<file path="src/design/mbp_pkg.sv">
// Shared types, codes and the status length table of the MIDI byte stream parser.
package mbp_pkg;

  // Longest SysEx kept, counting the opening 0xF0 and the closing 0xF7
  localparam int SYSEX_MAX = 1024;
  localparam int SYSEX_CW  = $clog2(SYSEX_MAX);

  localparam logic [7:0] REALTIME_MIN = 8'hF8;
  localparam logic [7:0] SYSEX_START  = 8'hF0;
  localparam logic [7:0] SYSEX_STOP   = 8'hF7;

  localparam logic [1:0] KIND_SHORT    = 2'd0;
  localparam logic [1:0] KIND_REALTIME = 2'd1;
  localparam logic [1:0] KIND_SYSEX    = 2'd2;

  // Register index on the configuration port
  localparam logic REG_ENABLED = 1'b0;

  typedef enum logic [1:0] {
    OP_REALTIME,
    OP_STATUS,
    OP_DATA
  } op_class_t;

  typedef struct packed {
    op_class_t   cls;
    logic [7:0]  data;
    logic [1:0]  len;
  } op_t;

  typedef struct packed {
    logic [1:0]  kind;
    logic [7:0]  b0;
    logic [7:0]  b1;
    logic [7:0]  b2;
    logic [1:0]  len;
    logic        send;
    logic        last;
  } res_t;

  typedef struct packed {
    logic valid;
    logic full;
  } q_stat_t;

  // Message length of a status byte, status included; zero for data bytes and statuses with no short message
  function automatic logic [1:0] status_length(input logic [7:0] status);
    logic [1:0] len;
    if (status < 8'h80) begin
      len = 2'd0;
    end else if (status < 8'hC0) begin
      len = 2'd3;
    end else if (status < 8'hE0) begin
      len = 2'd2;
    end else if (status < 8'hF0) begin
      len = 2'd3;
    end else begin
      case (status[3:0])
        4'h1, 4'h3:                      len = 2'd2;
        4'h2:                            len = 2'd3;
        4'h6, 4'h8, 4'hA, 4'hB, 4'hC,
        4'hE:                            len = 2'd1;
        default:                         len = 2'd0;
      endcase
    end
    return len;
  endfunction

endpackage

</file>
<file path="src/design/mbp_front.sv">
// Front end: accepts MIDI bytes and classifies them into queued operations.
module mbp_front import mbp_pkg::*; (
  input  logic       enabled,
  input  logic       push,
  input  logic [7:0] in_byte,
  input  q_stat_t    q_stat,
  output logic       full,
  output logic       op_wr,
  output op_t        op
);

  assign full  = q_stat.full;
  // Drop bytes while no device is attached
  assign op_wr = push & ~q_stat.full & enabled;

  always_comb begin
    op.data = in_byte;
    op.len  = 2'd0;
    if (in_byte >= REALTIME_MIN) begin
      op.cls = OP_REALTIME;
    end else if (in_byte[7]) begin
      op.cls = OP_STATUS;
      op.len = status_length(in_byte);
    end else begin
      op.cls = OP_DATA;
    end
  end

endmodule

</file>
<file path="src/design/mbp_op_queue.sv">
// Two-entry queue of classified operations between front and back ends.
module mbp_op_queue import mbp_pkg::*; (
  input  logic    clk,
  input  logic    rst,
  input  logic    wr,
  input  op_t     wdata,
  input  logic    rd,
  output op_t     rdata,
  output q_stat_t stat
);

  op_t        entry [2];
  logic       wr_ptr;
  logic       rd_ptr;
  logic [1:0] count;

  always_ff @(posedge clk) begin
    if (rst) begin
      wr_ptr <= 1'b0;
      rd_ptr <= 1'b0;
      count  <= 2'd0;
    end else begin
      if (wr) wr_ptr <= ~wr_ptr;
      if (rd) rd_ptr <= ~rd_ptr;
      case ({wr, rd})
        2'b10:   count <= count + 2'd1;
        2'b01:   count <= count - 2'd1;
        default: count <= count;
      endcase
    end
  end

  always_ff @(posedge clk) begin
    if (wr) entry[wr_ptr] <= wdata;
  end

  assign rdata      = entry[rd_ptr];
  assign stat.valid = (count != 2'd0);
  assign stat.full  = (count == 2'd2);

endmodule

</file>
<file path="src/design/mbp_back.sv">
// Back end: running status, SysEx streaming and the result queue.
module mbp_back import mbp_pkg::*; (
  input  logic clk,
  input  logic rst,
  input  logic op_valid,
  input  op_t  op,
  output logic op_rd,
  input  logic pop,
  output logic empty,
  output res_t head
);

  localparam logic [SYSEX_CW-1:0] SYSEX_LIMIT = SYSEX_CW'(SYSEX_MAX - 1);

  logic [7:0]          running_status, running_status_next;
  logic [1:0]          expected_length, expected_length_next;
  logic [1:0]          bytes_collected, bytes_collected_next;
  logic [7:0]          first_data, first_data_next;
  logic [SYSEX_CW-1:0] sysex_count, sysex_count_next;
  logic                phase, phase_next;

  res_t res_q [4];
  logic [1:0] wr_ptr, rd_ptr;
  logic [2:0] count;

  logic       in_sysex, is_status, has_close, has_second, short_fire;
  logic [7:0] rs_eff;
  logic [1:0] el_eff, bc_eff;
  logic [2:0] pos_inc;
  res_t       second_res, slot0, slot1, cur_res;
  logic       slot0_valid, slot1_valid;
  logic       out_space, res_wr, res_rd;

  always_comb begin
    in_sysex  = (running_status == SYSEX_START);
    is_status = (op.cls == OP_STATUS);

    running_status_next  = running_status;
    expected_length_next = expected_length;
    bytes_collected_next = bytes_collected;
    first_data_next      = first_data;
    sysex_count_next     = sysex_count;

    rs_eff     = is_status ? op.data : running_status;
    el_eff     = is_status ? op.len : expected_length;
    bc_eff     = is_status ? 2'd0 : bytes_collected;
    pos_inc    = {1'b0, bc_eff} + 3'd1;
    short_fire = (el_eff != 2'd0) && (pos_inc >= {1'b0, el_eff});
    has_close  = is_status & in_sysex;
    has_second = 1'b0;
    second_res = '0;

    slot0       = '0;
    slot1       = '0;
    slot0_valid = 1'b0;
    slot1_valid = 1'b0;

    case (op.cls)
      OP_REALTIME: begin
        slot0_valid = 1'b1;
        slot0.kind  = KIND_REALTIME;
        slot0.b0    = op.data;
        slot0.len   = 2'd1;
      end
      OP_STATUS, OP_DATA: begin
        if (!is_status && in_sysex) begin
          // Forward SysEx data until the size limit, then drop silently
          if (sysex_count < SYSEX_LIMIT) begin
            slot0_valid      = 1'b1;
            slot0.kind       = KIND_SYSEX;
            slot0.b0         = op.data;
            slot0.len        = 2'd1;
            sysex_count_next = sysex_count + SYSEX_CW'(1);
          end
        end else begin
          running_status_next  = rs_eff;
          expected_length_next = el_eff;
          bytes_collected_next = bc_eff;
          if (is_status && op.data == SYSEX_START) begin
            has_second       = 1'b1;
            second_res.kind  = KIND_SYSEX;
            second_res.b0    = SYSEX_START;
            second_res.len   = 2'd1;
            sysex_count_next = SYSEX_CW'(1);
          end
          if (el_eff != 2'd0) begin
            if (bc_eff == 2'd1) first_data_next = op.data;
            bytes_collected_next = short_fire ? 2'd1 : pos_inc[1:0];
            if (short_fire) begin
              has_second      = 1'b1;
              second_res.kind = KIND_SHORT;
              second_res.b0   = rs_eff;
              second_res.len  = el_eff;
              if (el_eff == 2'd2) second_res.b1 = op.data;
              if (el_eff == 2'd3) begin
                second_res.b1 = first_data;
                second_res.b2 = op.data;
              end
            end
          end
          if (has_close) begin
            slot0_valid = 1'b1;
            slot0.kind  = KIND_SYSEX;
            slot0.b0    = SYSEX_STOP;
            slot0.len   = 2'd1;
            slot0.send  = 1'b1;
            slot1_valid = has_second;
            slot1       = second_res;
          end else begin
            slot0_valid = has_second;
            slot0       = second_res;
          end
        end
      end
      default: begin
        slot0_valid = 1'b0;
      end
    endcase
  end

  // A byte with two results writes them into the result queue one after the other, slot0 first
  assign out_space = (count != 3'd4);
  assign res_wr    = op_valid & slot0_valid & out_space;
  assign op_rd     = op_valid & (~slot0_valid | (out_space & (phase | ~slot1_valid)));
  assign res_rd    = pop & ~empty;

  always_comb begin
    cur_res      = phase ? slot1 : slot0;
    cur_res.last = phase | ~slot1_valid;
    phase_next   = phase;
    if (res_wr && !phase && slot1_valid) begin
      phase_next = 1'b1;
    end else if (op_rd) begin
      phase_next = 1'b0;
    end
  end

  always_ff @(posedge clk) begin
    if (rst) begin
      running_status  <= 8'd0;
      expected_length <= 2'd0;
      bytes_collected <= 2'd0;
      first_data      <= 8'd0;
      sysex_count     <= '0;
      phase           <= 1'b0;
    end else begin
      phase <= phase_next;
      if (op_rd) begin
        running_status  <= running_status_next;
        expected_length <= expected_length_next;
        bytes_collected <= bytes_collected_next;
        first_data      <= first_data_next;
        sysex_count     <= sysex_count_next;
      end
    end
  end

  always_ff @(posedge clk) begin
    if (rst) begin
      wr_ptr <= 2'd0;
      rd_ptr <= 2'd0;
      count  <= 3'd0;
    end else begin
      if (res_wr) wr_ptr <= wr_ptr + 2'd1;
      if (res_rd) rd_ptr <= rd_ptr + 2'd1;
      case ({res_wr, res_rd})
        2'b10:   count <= count + 3'd1;
        2'b01:   count <= count - 3'd1;
        default: count <= count;
      endcase
    end
  end

  always_ff @(posedge clk) begin
    if (res_wr) res_q[wr_ptr] <= cur_res;
  end

  assign empty = (count == 3'd0);
  assign head  = res_q[rd_ptr];

endmodule

</file>
<file path="src/design/midi_byte_stream_parser.sv">
// Top level of the MIDI byte stream parser: configuration port and front/back wiring.
//
// Bytes enter through a push/full queue interface and complete messages leave through an
// empty/pop interface. Realtime bytes (0xF8 and above) come out at once as one-byte results;
// status bytes set the running status and the expected length, and data bytes complete short
// messages under that running status, system-common statuses included. A SysEx is streamed one
// result per byte, starting with the 0xF0, dropping data beyond the size limit, and closed by an
// appended 0xF7 (sysex_end high) when the next status byte arrives; that status byte is then
// handled as a status byte. The field last marks the final result that a byte causes. While the
// enabled register (byte address 0, bit 0) is zero every byte is taken and ignored. A byte is
// accepted every cycle while full is low; a byte that causes two results (a SysEx close
// followed by a new message) writes them one after the other through the single write port
// of the four-entry result queue; the two-entry operation queue between the classifier and
// the back end holds the next byte meanwhile, so the input side stalls. A pushed byte is
// registered in the operation queue, and its result in the result queue, before the ports.
module midi_byte_stream_parser import mbp_pkg::*; (
  input  logic        clk,
  input  logic        rst,
  input  logic        psel,
  input  logic        penable,
  input  logic        pwrite,
  input  logic [2:0]  paddr,
  input  logic [31:0] pwdata,
  output logic [31:0] prdata,
  output logic        pready,
  input  logic        push,
  output logic        full,
  input  logic [7:0]  in_byte,
  input  logic        pop,
  output logic        empty,
  output logic [1:0]  kind,
  output logic [7:0]  byte0,
  output logic [7:0]  byte1,
  output logic [7:0]  byte2,
  output logic [1:0]  msg_length,
  output logic        sysex_end,
  output logic        last
);

  logic    enabled;
  logic    cfg_wr;
  logic    op_wr;
  logic    op_rd;
  op_t     op_in;
  op_t     op_head;
  q_stat_t q_stat;
  res_t    head;

  // Register file: a single enable bit, written at the access beat
  assign pready = 1'b1;
  assign cfg_wr = psel & penable & pwrite & pready;

  always_ff @(posedge clk) begin
    if (rst) begin
      enabled <= 1'b0;
    end else if (cfg_wr && paddr[2] == REG_ENABLED) begin
      enabled <= pwdata[0];
    end
  end

  always_comb begin
    prdata = 32'd0;
    if (paddr[2] == REG_ENABLED) prdata = {31'd0, enabled};
  end

  // Classify each accepted byte
  mbp_front u_front (
    .enabled (enabled),
    .push    (push),
    .in_byte (in_byte),
    .q_stat  (q_stat),
    .full    (full),
    .op_wr   (op_wr),
    .op      (op_in)
  );

  // Hold classified bytes so either side can stall
  mbp_op_queue u_op_queue (
    .clk   (clk),
    .rst   (rst),
    .wr    (op_wr),
    .wdata (op_in),
    .rd    (op_rd),
    .rdata (op_head),
    .stat  (q_stat)
  );

  // Advance the parser state and emit result beats
  mbp_back u_back (
    .clk      (clk),
    .rst      (rst),
    .op_valid (q_stat.valid),
    .op       (op_head),
    .op_rd    (op_rd),
    .pop      (pop),
    .empty    (empty),
    .head     (head)
  );

  assign kind       = head.kind;
  assign byte0      = head.b0;
  assign byte1      = head.b1;
  assign byte2      = head.b2;
  assign msg_length = head.len;
  assign sysex_end  = head.send;
  assign last       = head.last;

  // The back end never takes an operation from an empty queue
  a_rd_nonempty: assert property (@(posedge clk) disable iff (rst) op_rd |-> q_stat.valid)
    else $error("operation taken from empty queue");

  // Nothing is queued while no device is attached
  a_wr_enabled: assert property (@(posedge clk) disable iff (rst) op_wr |-> enabled)
    else $error("byte queued while disabled");

  // Every accepted beat while enabled reaches the operation queue
  a_beat_queued: assert property (@(posedge clk) disable iff (rst)
    (push && !full && enabled) |-> op_wr)
    else $error("accepted byte lost before queue");

  // Result side is empty right after reset
  a_empty_after_reset: assert property (@(posedge clk) $past(rst) |-> empty)
    else $error("results pending after reset");

endmodule

</file>
<file path="config.mk">
export PLATFORM = sky130hd
export DESIGN_NAME = midi_byte_stream_parser
export DESIGN_NICKNAME = d
export VERILOG_FILES = /design/src/design/mbp_pkg.sv /design/src/design/mbp_front.sv /design/src/design/mbp_op_queue.sv /design/src/design/mbp_back.sv /design/src/design/midi_byte_stream_parser.sv
export SDC_FILE = /design/constraint.sdc
export NUM_CORES = 1
export LEC_CHECK = 0
export CAP_MARGIN = 40
export CORE_MARGIN = 5
export CORE_UTILIZATION = 30
export DETAILED_ROUTE_END_ITERATION = 6
export DONT_BUFFER_PORTS = 1
export HOLD_SLACK_MARGIN = 0.05
export SLEW_MARGIN = 20
export SYNTH_ARGS = -nofsm -noshare
export SYNTH_HDL_FRONTEND = slang
export SYNTH_SLANG_ARGS = --single-unit
</file>
<file path="constraint.sdc">
create_clock -name clk -period 6.99 [get_ports clk]
set_input_delay 0 -clock clk [delete_from_list [all_inputs] [get_ports clk]]
set_output_delay 0 -clock clk [all_outputs]
set_load 0.03 [all_outputs]
</file>
==> results.md <==
- Tightest Hold Check Type: input pin to flip-flop
- Worst Path Max Fanout: 24
- Clk root buf: clkbuf_16
- First-pass GRT wire length: 28600 um
- CTS Buf Count: 17
- I/O Pins: 115
- Worst EP arrival: 5.37 ns
- Width of the die: 179 um
- Setup crit end: u_back.count[2]$_SDFFE_PP0P_
- Wire length per cell: 17.1 um
- Longest Clk Path Bufs: 2
- Setup CP Type: flip-flop to flip-flop
- Setup TNS: 0 ns
- HPWL after DPL: 12000 um
- Count of different cell masters after synthesis: 70
- Buf/Inv on CP: 7
- Slew headroom: 0.423
- Final setup skew: 0.0105 ns
- RD Place Congestion: 0.860
- Worst-path clk slew: 0.07 ns
- Ant diodes: 0
- Synthesis Warnings: 0
- RR Endpoint: u_back.count[2]$_SDFFE_PP0P_
- Status: complete, no violations
- Critical path endpoint category: flip-flop
- Worst skew pair latency: 0.44 ns
- Die H: 179 um
- NumNets Final: 723
- Max Cap Viol: 0
- Fmax: 0.200 GHz
- Initial antenna violation count: 0
- Total Die Area: 32000 um2
- Crit path cell chain: buf_8 > mux2i_1 > inv_1 > ha_1 > buf_4 > inv_1 > buf_4 > nor2_1 > a21oi_1 > fa_1 > a31o_2 > and2_1 > o21ai_2 > a21boi_1 > inv_1 > ha_1 > inv_1 > fa_1 > xor2_1 > or3_1 > a21oi_1
- Register area share after synthesis: 0.613
- Gr usage total: 0.116
- Total global routing overflow: 0
- Core Util, Final: 0.345
- # clock sinks: 190
- Number of global-route vias before repair: 5083
- DRC: 0
- Syn Inst Count: 637
- Total Wirelength: 17900 um
- Crit path required time: 7.35 ns
- Post-synthesis async set-or-reset flop share: 0
- FF-to-FF path depth: 21
- Final setup vio count: 0
- Worst hold path depth: 4
- R2r setup slk: 1.99 ns
- Critical Path Slowest Stage Cell: fa_1
- Placed inst area: 8890 um2
- # fillers: 2749
- Core area: 27900 um2
- Post-synth top flop: edfxtp_1
- Initial core utilization: 0.306
- Slew @ Worst Pin: 0.841 ns
- CP startpoint kind: flip-flop
- CP Depth: 21
- PortBufs: 0
- Mapped Avg Cell Area: 13.4 um2
- Cells after DPL: 1002
- Synth Cell Area: 8550 um2
- Most frequent CP cell: inv_1
- Post-synth EDFFs: 144
- CTS tree: yes
- Fin cells: 1049
- Design area: 9650 um2
- CP peak stage delay: 0.47 ns
- Initial DRT Pass Iterations: 5
- Final Slew Violations: 0
- Crit-path leading delay family: adder cells
- Yosys reg bits: 190
- Largest net degree at the start of global routing: 40
- Leak: 0.00322 uW
- DRT antenna net count: 0
- H-tree Lvls: 4
- Fin. Hold Viols: 0
- Vias: 5037
- Share of layout cells above drive strength 1: 0.151
- Power, Total: 3270 uW
- Initial drt markers: 311
- Min cycle time layout: 5.00 ns
- Min-Delay Startpoint: in_byte[3]
- Pwr dens: 339 nW/um2
- Final period utilization: 0.716
- Cell Rows: 61
- RSZ-0062 raised after global routing: no
- Vias per cell: 4.80
- Area grow syn2layout: 12.8%
- Worst VDD drop: 0.000160 V
[cells in the mapped netlist, types with 3 or more instances]
library cell / n / area, um2
xor2_1: 4 / 35.0
mux4_2: 30 / 676
and2_1: 7 / 43.8
nand4b_1: 3 / 26.3
o22ai_1: 3 / 18.8
xnor2_1: 5 / 43.8
dfxtp_1: 46 / 921
clkbuf_1: 13 / 48.8
ha_1: 13 / 163
buf_2: 3 / 15.0
nor3_1: 8 / 40.0
a21oi_1: 40 / 200
nor2b_1: 5 / 31.3
buf_4: 32 / 240
or3_1: 4 / 25.0
or4_1: 7 / 52.6
a211oi_1: 25 / 188
nor2_1: 64 / 240
nand2_1: 22 / 82.6
buf_6: 4 / 45.0
edfxtp_1: 144 / 4320
buf_1: 9 / 33.8
inv_1: 27 / 101
a31oi_1: 7 / 43.8
nand3_1: 10 / 50.1
mux2i_1: 17 / 170
o21ai_0: 16 / 80.1
nand4_1: 3 / 18.8
o31ai_1: 8 / 60.1
[tightest hold or removal path: cells and delay by family]
kind,cells,cell delay [ns]
AO/OA/AOI/OAI,2,0.22
AND/OR/NAND/NOR,2,0.10
[cells by family (layout without fill, tap and decap cells)]
| kind of cell | Yosys count | count (layout) | share of synthesized area |
|---|---|---|---|
| flip-flops | 190 | 190 | 0.613 |
| AND/OR/NAND/NOR | 152 | 152 | 0.0907 |
| AO/OA/AOI/OAI | 132 | 132 | 0.106 |
| buffers and inverters | 90 | 94 | 0.0575 |
| multiplexers | 47 | 47 | 0.0989 |
| adder cells (fa/ha/maj) | 15 | 15 | 0.0237 |
| XOR/XNOR | 9 | 9 | 0.00922 |
| other | 2 | 32 | 0.000878 |
[state kept, by name, indices dropped and copies added, names as in the netlist, named ones only]
signal	flops
u_back.first_data	8
u_back.rd_ptr	2
enabled	1
u_back.res_q	120
u_back.sysex_count	10
u_back.phase	1
u_back.expected_length	2
u_op_queue.rd_ptr	1
u_back.running_status	8
u_back.count	3
u_op_queue.entry	24
u_op_queue.wr_ptr	1
u_back.bytes_collected	2
u_back.wr_ptr	2
u_op_queue.count	2
[layer usage]
layer	global-route usage	up-vias	wire length, um
li1	-	2402	-
met1	0.147	2500	8020
met2	0.197	117	8870
met3	0.0302	18	820
met4	0.0326	0	227
met5	0	-	0
[per-stage QoR]
step / hold slack [ns] / setup WS, ns
global placement: 0.0764 / 1.73
floorplan: 0.0989 / 1.97
detailed placement: 0.0795 / 1.55
CTS: 0.0648 / 1.55
global route: 0.124 / 1.53
finish: 0.0838 / 1.99
[cell usage in the layout (no fill, tap or decap), drive strengths merged, types with 17 or more instances in the layout]
cell	n
o21ai	19
edfxtp	144
inv	37
dfxtp	46
clkbuf	18
nor2	64
a21oi	40
a211oi	28
conb	32
nand2	22
buf	20
mux4	30
mux2i	17
[report_power, final]
part | internal (uW) | leakage (uW) | total (uW) | switching [uW]
clock | 481 | 0.000287 | 949 | 468
sequential | 1320 | 0.00181 | 1360 | 40.4
combinational | 313 | 0.00113 | 963 | 650
total | 2110 | 0.00322 | 3270 | 1160
[layout make-up]
type	instances	area [um2]	area share
Multi-Input combinational cell	387	2930	0.304
Tap cell	378	473	0.0490
Clock inverter	15	165	0.0171
Clock buffer	17	425	0.0441
Timing Repair Buffer	33	298	0.0309
Inverter	29	109	0.0113
Sequential cell	190	5250	0.544
[worst min path at each step]
stage	slack, ns	end
after CTS	0.06	u_op_queue.entry[0][0]$_DFFE_PP_
after global routing	0.12	prdata[0]
after floorplan	0.1	u_op_queue.entry[0][2]$_DFFE_PP_
after detailed placement	0.08	enabled$_SDFFE_PP0P_
after global placement	0.08	enabled$_SDFFE_PP0P_
final	0.08	u_op_queue.entry[0][0]$_DFFE_PP_
[timing repair]
| item | 4_1_cts | 5_1_grt |
|---|---|---|
| hold endpoints to repair | 70 | 0 |
| buffers inserted | 0 | 0 |
| hold buffers | 13 | 0 |
| gates resized for setup | 0 | 0 |
No activity file was read; power rests on OpenSTA's default activity.
